## config.mk

```make
export PLATFORM = sky130hd
export DESIGN_NAME = fra_ctrl
export DESIGN_NICKNAME = d
export VERILOG_FILES = /design/src/fra_pkg.sv /design/src/fra_ctrl.sv
export SDC_FILE = /design/constraint.sdc
export NUM_CORES = 1
export LEC_CHECK = 0
export BUFFER_PORTS_ARGS = -buffer_cell sky130_fd_sc_hd__buf_2
export CAP_MARGIN = 0
export CORE_AREA = 4 4 47 49
export CTS_BUF_LIST = sky130_fd_sc_hd__clkbuf_8
export CTS_CLUSTER_SIZE = 28
export DETAILED_ROUTE_END_ITERATION = 10
export DIE_AREA = 0 0 51 53
export MAX_ROUTING_LAYER = met4
export SETUP_SLACK_MARGIN = 0.1
export SKIP_LAST_GASP = 1
export SYNTH_ARGS = -nofsm -noshare
export SYNTH_HDL_FRONTEND = slang
export SYNTH_SLANG_ARGS = --single-unit
```

## constraint.sdc

```tcl
create_clock -name clk -period 1.9 [get_ports clk]
set_input_delay 0.38 -clock clk [delete_from_list [all_inputs] [get_ports clk]]
set_output_delay 0.38 -clock clk [all_outputs]
set_load 0.01 [all_outputs]
```

## src/fra_pkg.sv

```systemverilog
`default_nettype none

package fra_pkg;

    // result status codes
    localparam logic [1:0] ST_OK     = 2'd0;
    localparam logic [1:0] ST_NOFIT  = 2'd1;
    localparam logic [1:0] ST_ZERO   = 2'd2;
    localparam logic [1:0] ST_FULL   = 2'd3;

    // region size after reset
    localparam logic [31:0] RESET_REGION = 32'd65536;

    typedef enum logic [3:0] {
        S_CLEAR,
        S_IDLE,
        S_A_FETCH,
        S_A_CHECK,
        S_F_FETCH,
        S_F_CHECK,
        S_F_NX,
        S_F_MERGE,
        S_SCAN,
        S_INS_A,
        S_INS_B,
        S_DONE
    } state_t;

    typedef enum logic [3:0] {
        CMD_NONE,
        CMD_CLEAR,
        CMD_START,
        CMD_A_FETCH,
        CMD_A_CHECK,
        CMD_F_FETCH,
        CMD_F_CHECK,
        CMD_F_NX,
        CMD_F_MERGE,
        CMD_SCAN,
        CMD_INS_A,
        CMD_INS_B,
        CMD_DONE
    } cmd_t;

    typedef struct packed {
        logic walk_end;
        logic a_hit;
        logic f_append;
        logic f_before;
        logic scan_found;
        logic scan_none;
        logic ins_two;
        logic clr_last;
        logic out_free;
        logic zero_free;
        logic is_free;
    } dp_stat_t;

endpackage

`default_nettype wire

```

## src/fra_ctrl.sv

```systemverilog
`default_nettype none

module fra_ctrl (
    input  wire logic             clk,
    input  wire logic             rst_n,
    input  wire logic             in_valid,
    input  wire logic             cfg_we,
    input  wire fra_pkg::dp_stat_t stat,
    output fra_pkg::cmd_t         cmd,
    output logic                  in_ready
);

    fra_pkg::state_t state_reg;
    fra_pkg::state_t state_next;

    always_ff @(posedge clk or negedge rst_n)
    begin
        if (!rst_n)
        begin
            state_reg <= fra_pkg::S_CLEAR;
        end
        else
        begin
            state_reg <= state_next;
        end
    end

    // next state
    always_comb
    begin
        state_next = state_reg;
        unique case (state_reg)
            fra_pkg::S_CLEAR:
            begin
                if (stat.clr_last)
                begin
                    state_next = fra_pkg::S_IDLE;
                end
            end
            fra_pkg::S_IDLE:
            begin
                if (in_valid)
                begin
                    if (stat.zero_free)
                    begin
                        state_next = fra_pkg::S_DONE;
                    end
                    else if (stat.is_free)
                    begin
                        state_next = fra_pkg::S_F_FETCH;
                    end
                    else
                    begin
                        state_next = fra_pkg::S_A_FETCH;
                    end
                end
            end
            fra_pkg::S_A_FETCH:
            begin
                state_next = stat.walk_end ? fra_pkg::S_DONE : fra_pkg::S_A_CHECK;
            end
            fra_pkg::S_A_CHECK:
            begin
                state_next = stat.a_hit ? fra_pkg::S_DONE : fra_pkg::S_A_FETCH;
            end
            fra_pkg::S_F_FETCH:
            begin
                state_next = stat.walk_end ? fra_pkg::S_SCAN : fra_pkg::S_F_CHECK;
            end
            fra_pkg::S_F_CHECK:
            begin
                if (stat.f_append)
                begin
                    state_next = fra_pkg::S_F_NX;
                end
                else if (stat.f_before)
                begin
                    state_next = fra_pkg::S_SCAN;
                end
                else
                begin
                    state_next = fra_pkg::S_F_FETCH;
                end
            end
            fra_pkg::S_F_NX:
            begin
                state_next = fra_pkg::S_F_MERGE;
            end
            fra_pkg::S_F_MERGE:
            begin
                state_next = fra_pkg::S_DONE;
            end
            fra_pkg::S_SCAN:
            begin
                if (stat.scan_found)
                begin
                    state_next = fra_pkg::S_INS_A;
                end
                else if (stat.scan_none)
                begin
                    state_next = fra_pkg::S_DONE;
                end
            end
            fra_pkg::S_INS_A:
            begin
                state_next = stat.ins_two ? fra_pkg::S_INS_B : fra_pkg::S_DONE;
            end
            fra_pkg::S_INS_B:
            begin
                state_next = fra_pkg::S_DONE;
            end
            fra_pkg::S_DONE:
            begin
                if (stat.out_free)
                begin
                    state_next = fra_pkg::S_IDLE;
                end
            end
            default:
            begin
                state_next = fra_pkg::S_CLEAR;
            end
        endcase
        if (cfg_we)
        begin
            state_next = fra_pkg::S_CLEAR;
        end
    end

    // outputs
    always_comb
    begin
        cmd      = fra_pkg::CMD_NONE;
        in_ready = 1'b0;
        unique case (state_reg)
            fra_pkg::S_CLEAR:   cmd = fra_pkg::CMD_CLEAR;
            fra_pkg::S_IDLE:
            begin
                in_ready = 1'b1;
                cmd      = in_valid ? fra_pkg::CMD_START : fra_pkg::CMD_NONE;
            end
            fra_pkg::S_A_FETCH: cmd = fra_pkg::CMD_A_FETCH;
            fra_pkg::S_A_CHECK: cmd = fra_pkg::CMD_A_CHECK;
            fra_pkg::S_F_FETCH: cmd = fra_pkg::CMD_F_FETCH;
            fra_pkg::S_F_CHECK: cmd = fra_pkg::CMD_F_CHECK;
            fra_pkg::S_F_NX:    cmd = fra_pkg::CMD_F_NX;
            fra_pkg::S_F_MERGE: cmd = fra_pkg::CMD_F_MERGE;
            fra_pkg::S_SCAN:    cmd = fra_pkg::CMD_SCAN;
            fra_pkg::S_INS_A:   cmd = fra_pkg::CMD_INS_A;
            fra_pkg::S_INS_B:   cmd = fra_pkg::CMD_INS_B;
            fra_pkg::S_DONE:    cmd = fra_pkg::CMD_DONE;
            default:            cmd = fra_pkg::CMD_NONE;
        endcase
    end

endmodule

`default_nettype wire

```

## Word level (Yosys, flattened, before mapping)

Cells that the tools add are included.

| cells by class | value |
|---|---|
| multiplexer cells | 18 |
| equality and inequality tests | 15 |
| reductions and logical operators | 3 |

Operators with widths:

| cell | number |
|---|---|
| two-way mux 4 bit | 12 |
| one-hot mux 4 bit (12 select lines) | 1 |
| one-hot mux 4 bit (11 select lines) | 1 |
| == test 4 x 3 -> 1 bit, second input constant | 4 |
| == test 4 bit, second input constant | 4 |
| != test 3 bit, second input constant | 3 |
| == test 4 x 2 -> 1 bit, second input constant | 2 |
| == test 4 x 1 -> 1 bit, second input constant | 1 |
| zero test 4 bit | 1 |
| != test 4 bit, second input constant | 1 |
| AND reduction 4 bit | 1 |
| two-way mux 3 bit | 1 |
| two-way mux 1 bit | 2 |
| two-way mux 2 bit | 1 |
| OR reduction 2 bit | 1 |

| storage, ports and cells | value |
|---|---|
| input port bits | 15 |
| word-level logic and storage cells | 37 |
| output and inout port bits | 5 |
| flip-flop bits (word level) | 4 |

## Longest topological paths before layout

Gate-level depths: netlist of run 1.

| logic depth | value |
|---|---|
| depth after elaboration | 5 |
| mapped depth | 6 |
| mapped depth without buffers | 4 |

## Worst setup path after synthesis of run 1

No wires, ideal clock.

| timing | value |
|---|---|
| path type | reg2out |
| from | reg state_reg[2] |
| to | out cmd[1] |
| data arrival time | 1054 ps |
| stages on the path, launching flop included | 5 |
| buffers on the path | 1 |
| data required time | 1520 ps |
| setup slack | 466 ps |
| cell sequence | dfrtp_1 -> buf_6 -> or3_1 -> a21oi_1 -> a21oi_1 |

| between the ends | value |
|---|---|
| longest elaborated chain between the ends | 2 |
| elaborated cells on any way between the ends | 13 |
| those cells by class | 11 x eq/ne; 1 x mux; 1 x reduce/logical |

Ends and longest elaborated chain:

| item | line | source |
|---|---|---|
| from (decl) | fra_ctrl.sv:13 | `fra_pkg::state_t state_reg;` |
| from (signal assigned) | fra_ctrl.sv:20 | `state_reg <= fra_pkg::S_CLEAR;` |
| from (signal assigned) | fra_ctrl.sv:24 | `state_reg <= state_next;` |
| == test 4 bit, or another cell as far along | fra_ctrl.sv:135 | `unique case (state_reg)` |
| one-hot mux 4 bit (12 select lines) (*) | fra_ctrl.sv:135 |  |
| to (decl) | fra_ctrl.sv:9 | `output fra_pkg::cmd_t cmd,` |

Every way passes the cells marked *; elsewhere a longest branch is shown, timed or not.

## Worst setup path after layout of run 1

| timing | value |
|---|---|
| from | reg state_reg[3] |
| to | out cmd[1] |

The elaborated chain is that of the path after synthesis.

==> impl_metrics.csv, run 1 <==
group,metric,value,unit
clock_tree,h-tree-depth,1,
critical_path,r2r_end,"state_reg[3]",
yosys,netlist_top_cells_area,"dfrtp_1, a21oi_1, o21ai_0, buf_6, mux2i_1",
critical_path,path_cells,"or3_1, a21oi_1, a21oi_1, buf_2",
hold_path,hp-start,"cfg_we",
critical_path,arrival,1.35,ns
yosys,avgSynthCellArea,7.45,um^2
floorplanning,die_w,51,um
critical_path,critical_path.slowest_cell,"dfrtp_2",
placement,port_buffers,19,
route,via_count,608,
grt,track_usage,10.9,%
timing,fmax,579,MHz
route,route.met3.wl,67,um
yosys,ys_types,34,
critical_path,startpoint_type,"flop",
yosys,synth.yosys.warnings,0,
critical_path,crit_family,"flip-flops",
critical_path,r2r-start,"state_reg[2]",
timing,drv_slew,0,
critical_path,r2r_slack,0.39,ns
critical_path,crit_type,"flop to output port",
timing,layout_setup_ws,0.174,ns
yosys,synth-xor-area-share,1.70,%
hold_path,holdPathEnd,"state_reg[3]",
critical_path,path_common_cell,"a21oi_1",
layout,largest_register_ff_count,4,
placement,gp_congestion,0.848,
yosys,synth_compound_gate_area_share,33.3,%
pwr,peakVddDrop,0.385,mV
floorplanning,ios,20,
clock_tree,cts_sinks,4,
timing,fin_crit,1.73,ns
layout,multi_input_area,354,um^2
timing,hold_viol,0,
timing,setup_viol,0,
floorplanning,die_area,2700,um^2
status,status,"finished, final reports clean",
layout,seq_area,105,um^2
pwr,power.internal,0.337,mW
clock_tree,cts_made_buffers,3,
floorplanning,die_h,53,um
placement,place_hpwl,1130,um
floorplanning,core.rowCount,16,
yosys,synth.cell_area,514,um^2
route,topRoutingLayerUsed,"met3",
pwr,power.density,751,nW/um^2
route,drc,0,
grt,grt_pass1_wl,2210,um
hold_path,holdPathStages,2,
floorplanning,initial_core_util,27.6,%
yosys,synth_top_area_share,19.5,%
yosys,netlist_instances,69,
route,viasPerCell,5.15,
critical_path,cp.required,1.52,ns
route,wl,1450,um
critical_path,slowest_delay,0.46,ns
yosys,synth_seq_cells,4,
pwr,p_switching,0.182,mW
layout,fin_nets,108,
flow_run,maxCapViolations,0,
route,post_drt_wl_per_cell,12.3,um
clock_tree,clockBufferDepth,2,
clock_tree,clk_pin_slew,0.03,ns
route,first_pass_iters,4,
pwr,cellLeakagePower,0.298,nW
layout,diodes,0,
clock_tree,cts-root-buf,"clkbuf_8",
yosys,yosys.area.top_type,"dfrtp_1",
critical_path,crit_fanout,12,
yosys,synth-simple-area-share,27.7,%
placement,dp_worst_setup_slack,0.325,ns
pwr,swShare,35.0,%
clock_tree,cts_tree,"done",
layout,drive_gt1_share,38.5,%
critical_path,path_buf_inv,1,
pwr,p_clk_share,33.1,%
route,drtIter0Drc,13,
route,dr_wl_met2,770,um
grt,grt_max_degree,16,
yosys,synth.net_count,84,
yosys,synthAdderAreaFrac,0,%
critical_path,crit_path_end_kind,"output port",
timing,finalCritPeriodShare,90.8,%
floorplanning,coreArea,1860,um^2
timing,finalClockSkew,0.000904,ns
layout,fillCellCount,208,
pwr,p_comb_share,40.3,%
timing,rsz0062_at_grt,"no",
hold_path,hold_class,"input pin to flop",
grt,antenna_found_initial,0,
pwr,seq_power_share,26.5,%
yosys,synth_top_family_by_area,"compound AO/OA/AOI/OAI gates",
timing,max_slew.worst_pin.slew,0.314,ns
route,wl_met1,614,um
grt,grt_pass1_vias,511,
layout,area_growth,34.6,%
clock_tree,worstSkewPairLatency,0.21,ns
route,ant_nets,0,
critical_path,rr_worst_depth,5,
yosys,synthMuxAreaShare,6.08,%
timing,max_slew_margin,78.8,%
yosys,synth-seq-area-share,19.5,%
timing,tns,0,ns
grt,overflow,0,
==> how the worst max path moves through the flow <==
| stage | start | slack [ns] | to | cells past startpoint |
|---|---|---|---|---|
| after CTS | state_reg[2] | 0.11 | cmd[1] | 4 |
| after global routing | state_reg[3] | 0.10 | cmd[1] | 4 |
| after global placement | state_reg[2] | 0.33 | cmd[1] | 4 |
| after floorplan | state_reg[2] | 0.47 | cmd[1] | 4 |
| after detailed placement | state_reg[2] | 0.32 | state_reg[3] | 5 |
| final | state_reg[3] | 0.17 | cmd[1] | 4 |
==> area by class of cell <==
| type | count | area share (%) |
|---|---|---|
| clock buffer | 3 | 5.97 |
| timing repair buffer | 25 | 20.6 |
| tap | 27 | 4.88 |
| multi-input combinational | 55 | 51.2 |
| inverter | 4 | 2.17 |
| sequential | 4 | 15.2 |
==> cell usage in the layout (no fill, tap or decap), drive strengths merged <==
master,n
a31oi,1
xor2,1
o221a,1
nor2,4
dlygate4sd3,1
o31ai,1
a222oi,1
a21oi,9
and2,1
or3,1
nand3b,1
nand2,2
a221o,1
or2b,1
nor3b,2
o22ai,2
o21ai,8
dfrtp,4
nor4,1
buf,24
o311ai,1
nand2b,2
a22oi,1
inv,4
o2bb2ai,1
mux2,1
clkbuf,3
mux2i,2
nor3,5
or4b,1
nor2b,3
==> timing repair <==
| item | in CTS | in global routing |
|---|---|---|
| buffers inserted | 0 | 2 |
| hold endpoints to repair | 4 | 0 |
| gates resized for setup | 0 | 4 |
| endpoints found under the setup margin | 0 | 4 |
| hold buffers | 1 | 0 |
==> metrics by stage <==
| stage | utilization (%) | hold slack [ns] | area [um^2] | power [mW] | cells |
|---|---|---|---|---|---|
| after floorplan | - | 0.0844 | 514 | 0.271 | 69 |
| after global placement | 33.3 | 0.186 | 621 | 0.338 | 112 |
| after detailed placement | 33.3 | 0.186 | 621 | 0.339 | 112 |
| after CTS | 36.1 | 0.373 | 672 | 0.515 | 116 |
| after global routing | 37.2 | 0.402 | 692 | 0.550 | 118 |
| final | 37.2 | 0.368 | 692 | 0.519 | 118 |
==> cell usage after synthesis, drive strengths merged <==
cell,n
or3,1
nor3,5
nor4,1
or2b,1
a221o,1
nand2b,2
o31ai,1
mux2,1
o22ai,2
o311ai,1
nand3b,1
or4b,1
inv,4
dfrtp,4
nor2,4
nor3b,2
mux2i,2
buf,6
a31oi,1
nand2,2
xor2,1
o21ai,8
and2,1
o2bb2ai,1
a21oi,9
a22oi,1
a222oi,1
o221a,1
nor2b,3
==> per-layer routing <==
layer	GRT usage [%]	up-vias
met3	1.13	0
met1	13.0	286
li1	-	303
met5	-	-
met4	4.04	0
met2	19.1	19
==> cell families after synthesis <==
group,count (synthesis)
AO/OA/AOI/OAI,27
XOR/XNOR,1
buffers and inverters,10
flip-flops,4
multiplexers,3
AND/OR/NAND/NOR,24
==> power groups by stage <==
stage	Combinational (mW)	Clock, mW	Sequential [mW]
after floorplan	0.162	0	0.110
after global placement	0.203	0	0.135
after detailed placement	0.204	0	0.135
after CTS	0.206	0.175	0.134
after global routing	0.230	0.180	0.140
final	0.209	0.172	0.138
No activity file was read; power rests on OpenSTA's default activity.
==> run 2: changes to the inputs <==
==> constraint.sdc (replaced) <==
create_clock -name clk -period 1.9 [get_ports clk]
set_input_delay 0.19 -clock clk [delete_from_list [all_inputs] [get_ports clk]]
set_output_delay 0.19 -clock clk [all_outputs]
set_load 0.01 [all_outputs]
==> run 2 against run 1 <==
Against the previous run:
- sequential share of layout area up 0.21 points
- fmax up 1.4%
- critical path type unchanged
- final area down 4.9%
- non-clock buffer count down 4
- clock power about the same
- flip-flop and latch count unchanged
- register-to-register slack worse by 0.08 ns
- routed wire length down 5.9%
- worst setup slack better by 0.024 ns
- combinational power down 2%
- via count down 3.9%
==> impl_metrics.csv, run 2 (synthesized netlist as in run 1, its figures left out) <==
group,metric,value,unit
status,status,"finished, final reports clean",
hold_path,hold_class,"input pin to flop",
placement,place_hpwl,1080,um
timing,fin_crit,1.70,ns
route,ant_nets,0,
clock_tree,h-tree-depth,1,
timing,hold_viol,0,
critical_path,critical_path.slowest_cell,"dfrtp_1",
timing,finalCritPeriodShare,89.6,%
critical_path,path_cells,"or3_1, a21oi_1, a21oi_1, buf_2",
critical_path,crit_type,"flop to output port",
critical_path,path_common_cell,"a21oi_1",
route,viasPerCell,5.12,
hold_path,hp-start,"cfg_we",
route,drtIter0Drc,19,
layout,drive_gt1_share,32.2,%
clock_tree,worstSkewPairLatency,0.21,ns
layout,multi_input_area,354,um^2
placement,gp_congestion,0.813,
critical_path,crit_path_end_kind,"output port",
critical_path,r2r_slack,0.31,ns
timing,fmax,587,MHz
route,first_pass_iters,4,
layout,seq_area,101,um^2
critical_path,cp.depth,4,
layout,fillCellCount,218,
route,drc,0,
critical_path,crit_fanout,19,
layout,final_common_cell,"buf_2",
clock_tree,clk_pin_slew,0.03,ns
critical_path,r2r-start,"state_reg[3]",
placement,port_buffers,19,
critical_path,path_buf_inv,1,
hold_path,holdPathStages,2,
route,post_drt_wl_per_cell,12.0,um
floorplanning,ios,20,
clock_tree,cts_made_buffers,3,
clock_tree,cts-root-buf,"clkbuf_8",
critical_path,cp.required,1.71,ns
pwr,peakVddDrop,0.377,mV
layout,largest_register_ff_count,4,
route,wl,1370,um
floorplanning,die_h,53,um
timing,setup_viol,0,
layout,area_growth,28.0,%
timing,rsz0062_at_grt,"no",
timing,max_slew_margin,65.8,%
floorplanning,die_w,51,um
grt,grt_pass1_wl,2190,um
clock_tree,cts_sinks,4,
critical_path,slowest_delay,0.55,ns
critical_path,rr_worst_depth,4,
timing,max_slew.worst_pin.slew,0.514,ns
layout,diodes,0,
timing,tns,0,ns
timing,drv_slew,0,
timing,finalClockSkew,0.00230,ns
grt,grt_pass1_vias,520,
route,via_count,584,
floorplanning,die_area,2700,um^2
pwr,cellLeakagePower,0.280,nW
critical_path,crit_family,"flip-flops",
critical_path,startpoint_type,"flop",
grt,grt_max_degree,22,
critical_path,critical_path.startpoint,"state_reg[3]",
pwr,power.density,772,nW/um^2
clock_tree,cts_tree,"done",
grt,antenna_found_initial,0,
layout,fin_nets,104,
pwr,total_power,0.508,mW
floorplanning,core.rowCount,16,
clock_tree,post-cts-setup-buffers,0,
critical_path,arrival,1.51,ns
layout,utilization,35.3,%
floorplanning,initial_core_util,27.6,%
grt,track_usage,10.9,%
flow_run,maxCapViolations,0,
grt,overflow,0,
layout,layout_common_cells,"buf_2, a21oi_1, o21ai_0",
clock_tree,clockBufferDepth,2,
floorplanning,coreArea,1860,um^2
-- run 2: changes by cell type in the layout (fill, tap and decap cells not counted) --
cell,previous run,this run
buf_4,5,1
dfrtp_2,4,1
dfrtp_1,0,3
-- run 2: cell type report --
| cell class | count | share of cell area [%] |
|---|---|---|
| timing repair buffer | 21 | 17.1 |
| inverter | 4 | 2.28 |
| clock buffer | 3 | 6.27 |
| sequential | 4 | 15.4 |
| tap | 27 | 5.13 |
| multi-input combinational | 55 | 53.8 |
-- run 2: final timing paths --
check | to
max | cmd[1]
min | state_reg[3]
max reg2reg | state_reg[1]
min reg2reg | state_reg[2]
max in group asynchronous | state_reg[2]
min in group asynchronous | state_reg[0]
-- run 2: timing repair --
| action | in CTS | in global routing |
|---|---|---|
| endpoints found under the hold margin | 4 | 0 |
| endpoints found under the setup margin | 0 | 1 |
| hold buffers | 1 | 0 |
| resized for setup | 0 | 1 |
-- run 2: report_power, final --
part | switching [mW] | total, mW | internal [mW] | leakage [nW]
registers | 0.0346 | 0.131 | 0.0969 | 0.0525
logic | 0.106 | 0.204 | 0.0985 | 0.206
clock network | 0.0378 | 0.172 | 0.134 | 0.0216
total | 0.178 | 0.508 | 0.330 | 0.280
-- run 2: stage by stage --
stage,hold WS (ns),instances,cell area [um^2],setup WS [ns]
2_1_floorplan,-0.106,69,514,0.514
6_report,0.188,114,658,0.198
3_3_place_gp,-0.00430,110,606,0.301
3_5_place_dp,-0.000434,110,606,0.286
4_1_cts,0.186,114,657,0.151
5_1_grt,0.194,114,658,0.135
-- run 2: routing by layer --
layer	vias to the layer above	track usage, %	wire, um
met5	-	-	0
met4	0	4.04	0
met1	268	13.0	581
met3	0	1.97	71
met2	18	18.2	714
li1	298	-	-
==> run 3: changes to the inputs <==
--- a/config.mk
+++ b/config.mk
@@ -7,12 +7,13 @@
 export LEC_CHECK = 0
 export BUFFER_PORTS_ARGS = -buffer_cell sky130_fd_sc_hd__buf_2
 export CAP_MARGIN = 0
-export CORE_AREA = 4 4 47 49
+export CORE_AREA = 4 4 41 43
 export CTS_BUF_LIST = sky130_fd_sc_hd__clkbuf_8
 export CTS_CLUSTER_SIZE = 28
 export DETAILED_ROUTE_END_ITERATION = 10
-export DIE_AREA = 0 0 51 53
+export DIE_AREA = 0 0 45 47
 export MAX_ROUTING_LAYER = met4
+export PLACE_DENSITY = 0.66
 export SETUP_SLACK_MARGIN = 0.1
 export SKIP_LAST_GASP = 1
 export SYNTH_ARGS = -nofsm -noshare
==> run 3 against run 2 <==
Against the previous run:
- first-iteration DRC count increased by 47%
- routed wire length shrank 4.4%
- critical path type unchanged
- count of clock-buffer cells in the layout stayed put
- core utilization rose by 14 points
- critical path depth did not move
==> impl_metrics.csv, run 3 (synthesized netlist as in run 1, its figures left out) <==
group,metric,value,unit
floorplanning,die_area,2120,um^2
clock_tree,post-cts-setup-buffers,0,
clock_tree,cts_tree,"done",
grt,grt_busiest_layer,"met2",
floorplanning,ios,20,
pwr,cellLeakagePower,0.279,nW
pwr,power.internal,0.330,mW
timing,setup_viol,0,
layout,multi_input_area,354,um^2
clock_tree,h-tree-depth,1,
timing,fmax,614,MHz
hold_path,holdPathStages,2,
flow_run,maxCapViolations,0,
critical_path,crit_fanout,21,
route,drc,0,
grt,grt_pass1_wl,2070,um
critical_path,rr_worst_depth,4,
layout,area_growth,25.3,%
timing,drv_slew,0,
pwr,seq_power_share,26.7,%
critical_path,crit_path_end_kind,"output port",
floorplanning,coreArea,1300,um^2
grt,grt_max_degree,22,
critical_path,r2r-start,"state_reg[2]",
layout,largest_register_ff_count,4,
critical_path,crit_type,"flop to output port",
placement,gp_congestion,0.907,
layout,seq_area,103,um^2
timing,finalClockSkew,0.00358,ns
route,wl,1310,um
timing,fin_crit,1.63,ns
timing,max_slew.worst_pin.slew,0.448,ns
route,viasPerCell,5.64,
grt,track_usage,13.7,%
floorplanning,core.rowCount,13,
grt,antenna_found_initial,0,
grt,gr-usage-met2,22.3,%
route,ant_nets,0,
placement,place_hpwl,1020,um
critical_path,startpoint_type,"flop",
clock_tree,clockBufferDepth,2,
pwr,power.density,786,nW/um^2
critical_path,slowest_delay,0.51,ns
route,via_count,575,
floorplanning,die_h,47,um
layout,diodes,0,
clock_tree,cts_made_buffers,3,
timing,rsz0062_at_grt,"no",
critical_path,critical_path.slowest_cell,"dfrtp_2",
hold_path,hp-start,"cfg_we",
status,status,"finished, final reports clean",
timing,max_slew_margin,70.1,%
layout,fin_nets,104,
pwr,p_comb_share,39.2,%
critical_path,path_common_cell,"a21oi_1",
grt,grt.met1_usage,17.7,%
clock_tree,clk_pin_slew,0.03,ns
critical_path,r2r_end,"state_reg[1]",
route,drtIter0Drc,28,
timing,hold_viol,0,
hold_path,hold_class,"input pin to flop",
pwr,peakVddDrop,0.566,mV
floorplanning,initial_core_util,39.5,%
critical_path,path_cells,"or3_1, a21oi_1, a21oi_1, buf_2",
layout,layout_common_cells,"buf_2, a21oi_1, o21ai_0",
pwr,total_power,0.506,mW
placement,port_buffers,19,
layout,final_common_cell,"buf_2",
pwr,p_clk_share,34.1,%
hold_path,holdPathEnd,"state_reg[3]",
critical_path,cp.required,1.71,ns
clock_tree,cts_sinks,4,
clock_tree,cts-root-buf,"clkbuf_8",
pwr,swShare,34.8,%
clock_tree,worstSkewPairLatency,0.21,ns
floorplanning,die_w,45,um
grt,overflow,0,
grt,gr-usage-met3,3.45,%
timing,finalCritPeriodShare,85.7,%
layout,drive_gt1_share,33.3,%
critical_path,arrival,1.44,ns
route,post_drt_wl_per_cell,12.8,um
grt,grt_pass1_vias,502,
layout,fillCellCount,134,
pwr,p_switching,0.176,mW
critical_path,r2r_slack,0.39,ns
timing,tns,0,ns
route,first_pass_iters,4,
==> run 3: cell counts in the layout (fill, tap and decap cells not counted) <==
Identical to the previous run, type by type.
==> run 3: stage by stage <==
step	instances	hold slack, ns	area (um^2)	setup slack [ns]	util, %
2_1_floorplan	69	-0.106	514	0.514	-
3_3_place_gp	98	0.00140	591	0.337	45.4
3_5_place_dp	98	0.000649	591	0.299	45.4
4_1_cts	102	0.179	642	0.159	49.3
5_1_grt	102	0.200	644	0.182	49.5
6_report	102	0.183	644	0.272	49.5
==> run 3: power by group through the flow <==
stage | logic (mW) | clock network (mW) | registers (mW)
floorplan | 0.162 | 0 | 0.110
global placement | 0.196 | 0 | 0.135
detailed placement | 0.197 | 0 | 0.135
CTS | 0.199 | 0.178 | 0.134
global route | 0.221 | 0.187 | 0.139
finish | 0.198 | 0.173 | 0.135
==> run 3: final cells by class <==
type	instances	area share (%)
inverter	4	2.33
multi-input combinational	55	55.0
tap	15	2.91
clock buffer	3	6.41
timing repair buffer	21	17.5
sequential	4	15.9
==> run 3: routing by layer <==
metal / share of wire [%] / wire (um)
met1: 43 / 565
met2: 49 / 637
met3: 7.9 / 103
met4: 0 / 0
met5: 0 / 0
==> run 3: worst max-delay path, delay by kind of cell (launching register included) <==
| family | cells | cell delay [ns] |
|---|---|---|
| simple gates | 1 | 0.40 |
| buf+inv | 1 | 0.15 |
| compound gates | 2 | 0.17 |
| flops | 1 | 0.51 |
==> run 3: worst max path at each step <==
stage / from / slack [ns] / endpoint / depth (start not counted)
3_3_place_gp: state_reg[2] / 0.34 / state_reg[1] / 4
5_1_grt: state_reg[1] / 0.18 / cmd[3] / 3
6_report: state_reg[2] / 0.27 / cmd[1] / 4
3_5_place_dp: state_reg[2] / 0.30 / state_reg[1] / 4
2_1_floorplan: state_reg[3] / 0.51 / state_reg[1] / 5
4_1_cts: state_reg[2] / 0.16 / cmd[1] / 4
==> run 3: timing repair <==
action,CTS,global route
hold buffers,1,0
hold endpoints to repair,4,0
gates resized for setup,0,2
setup endpoints to repair,0,1
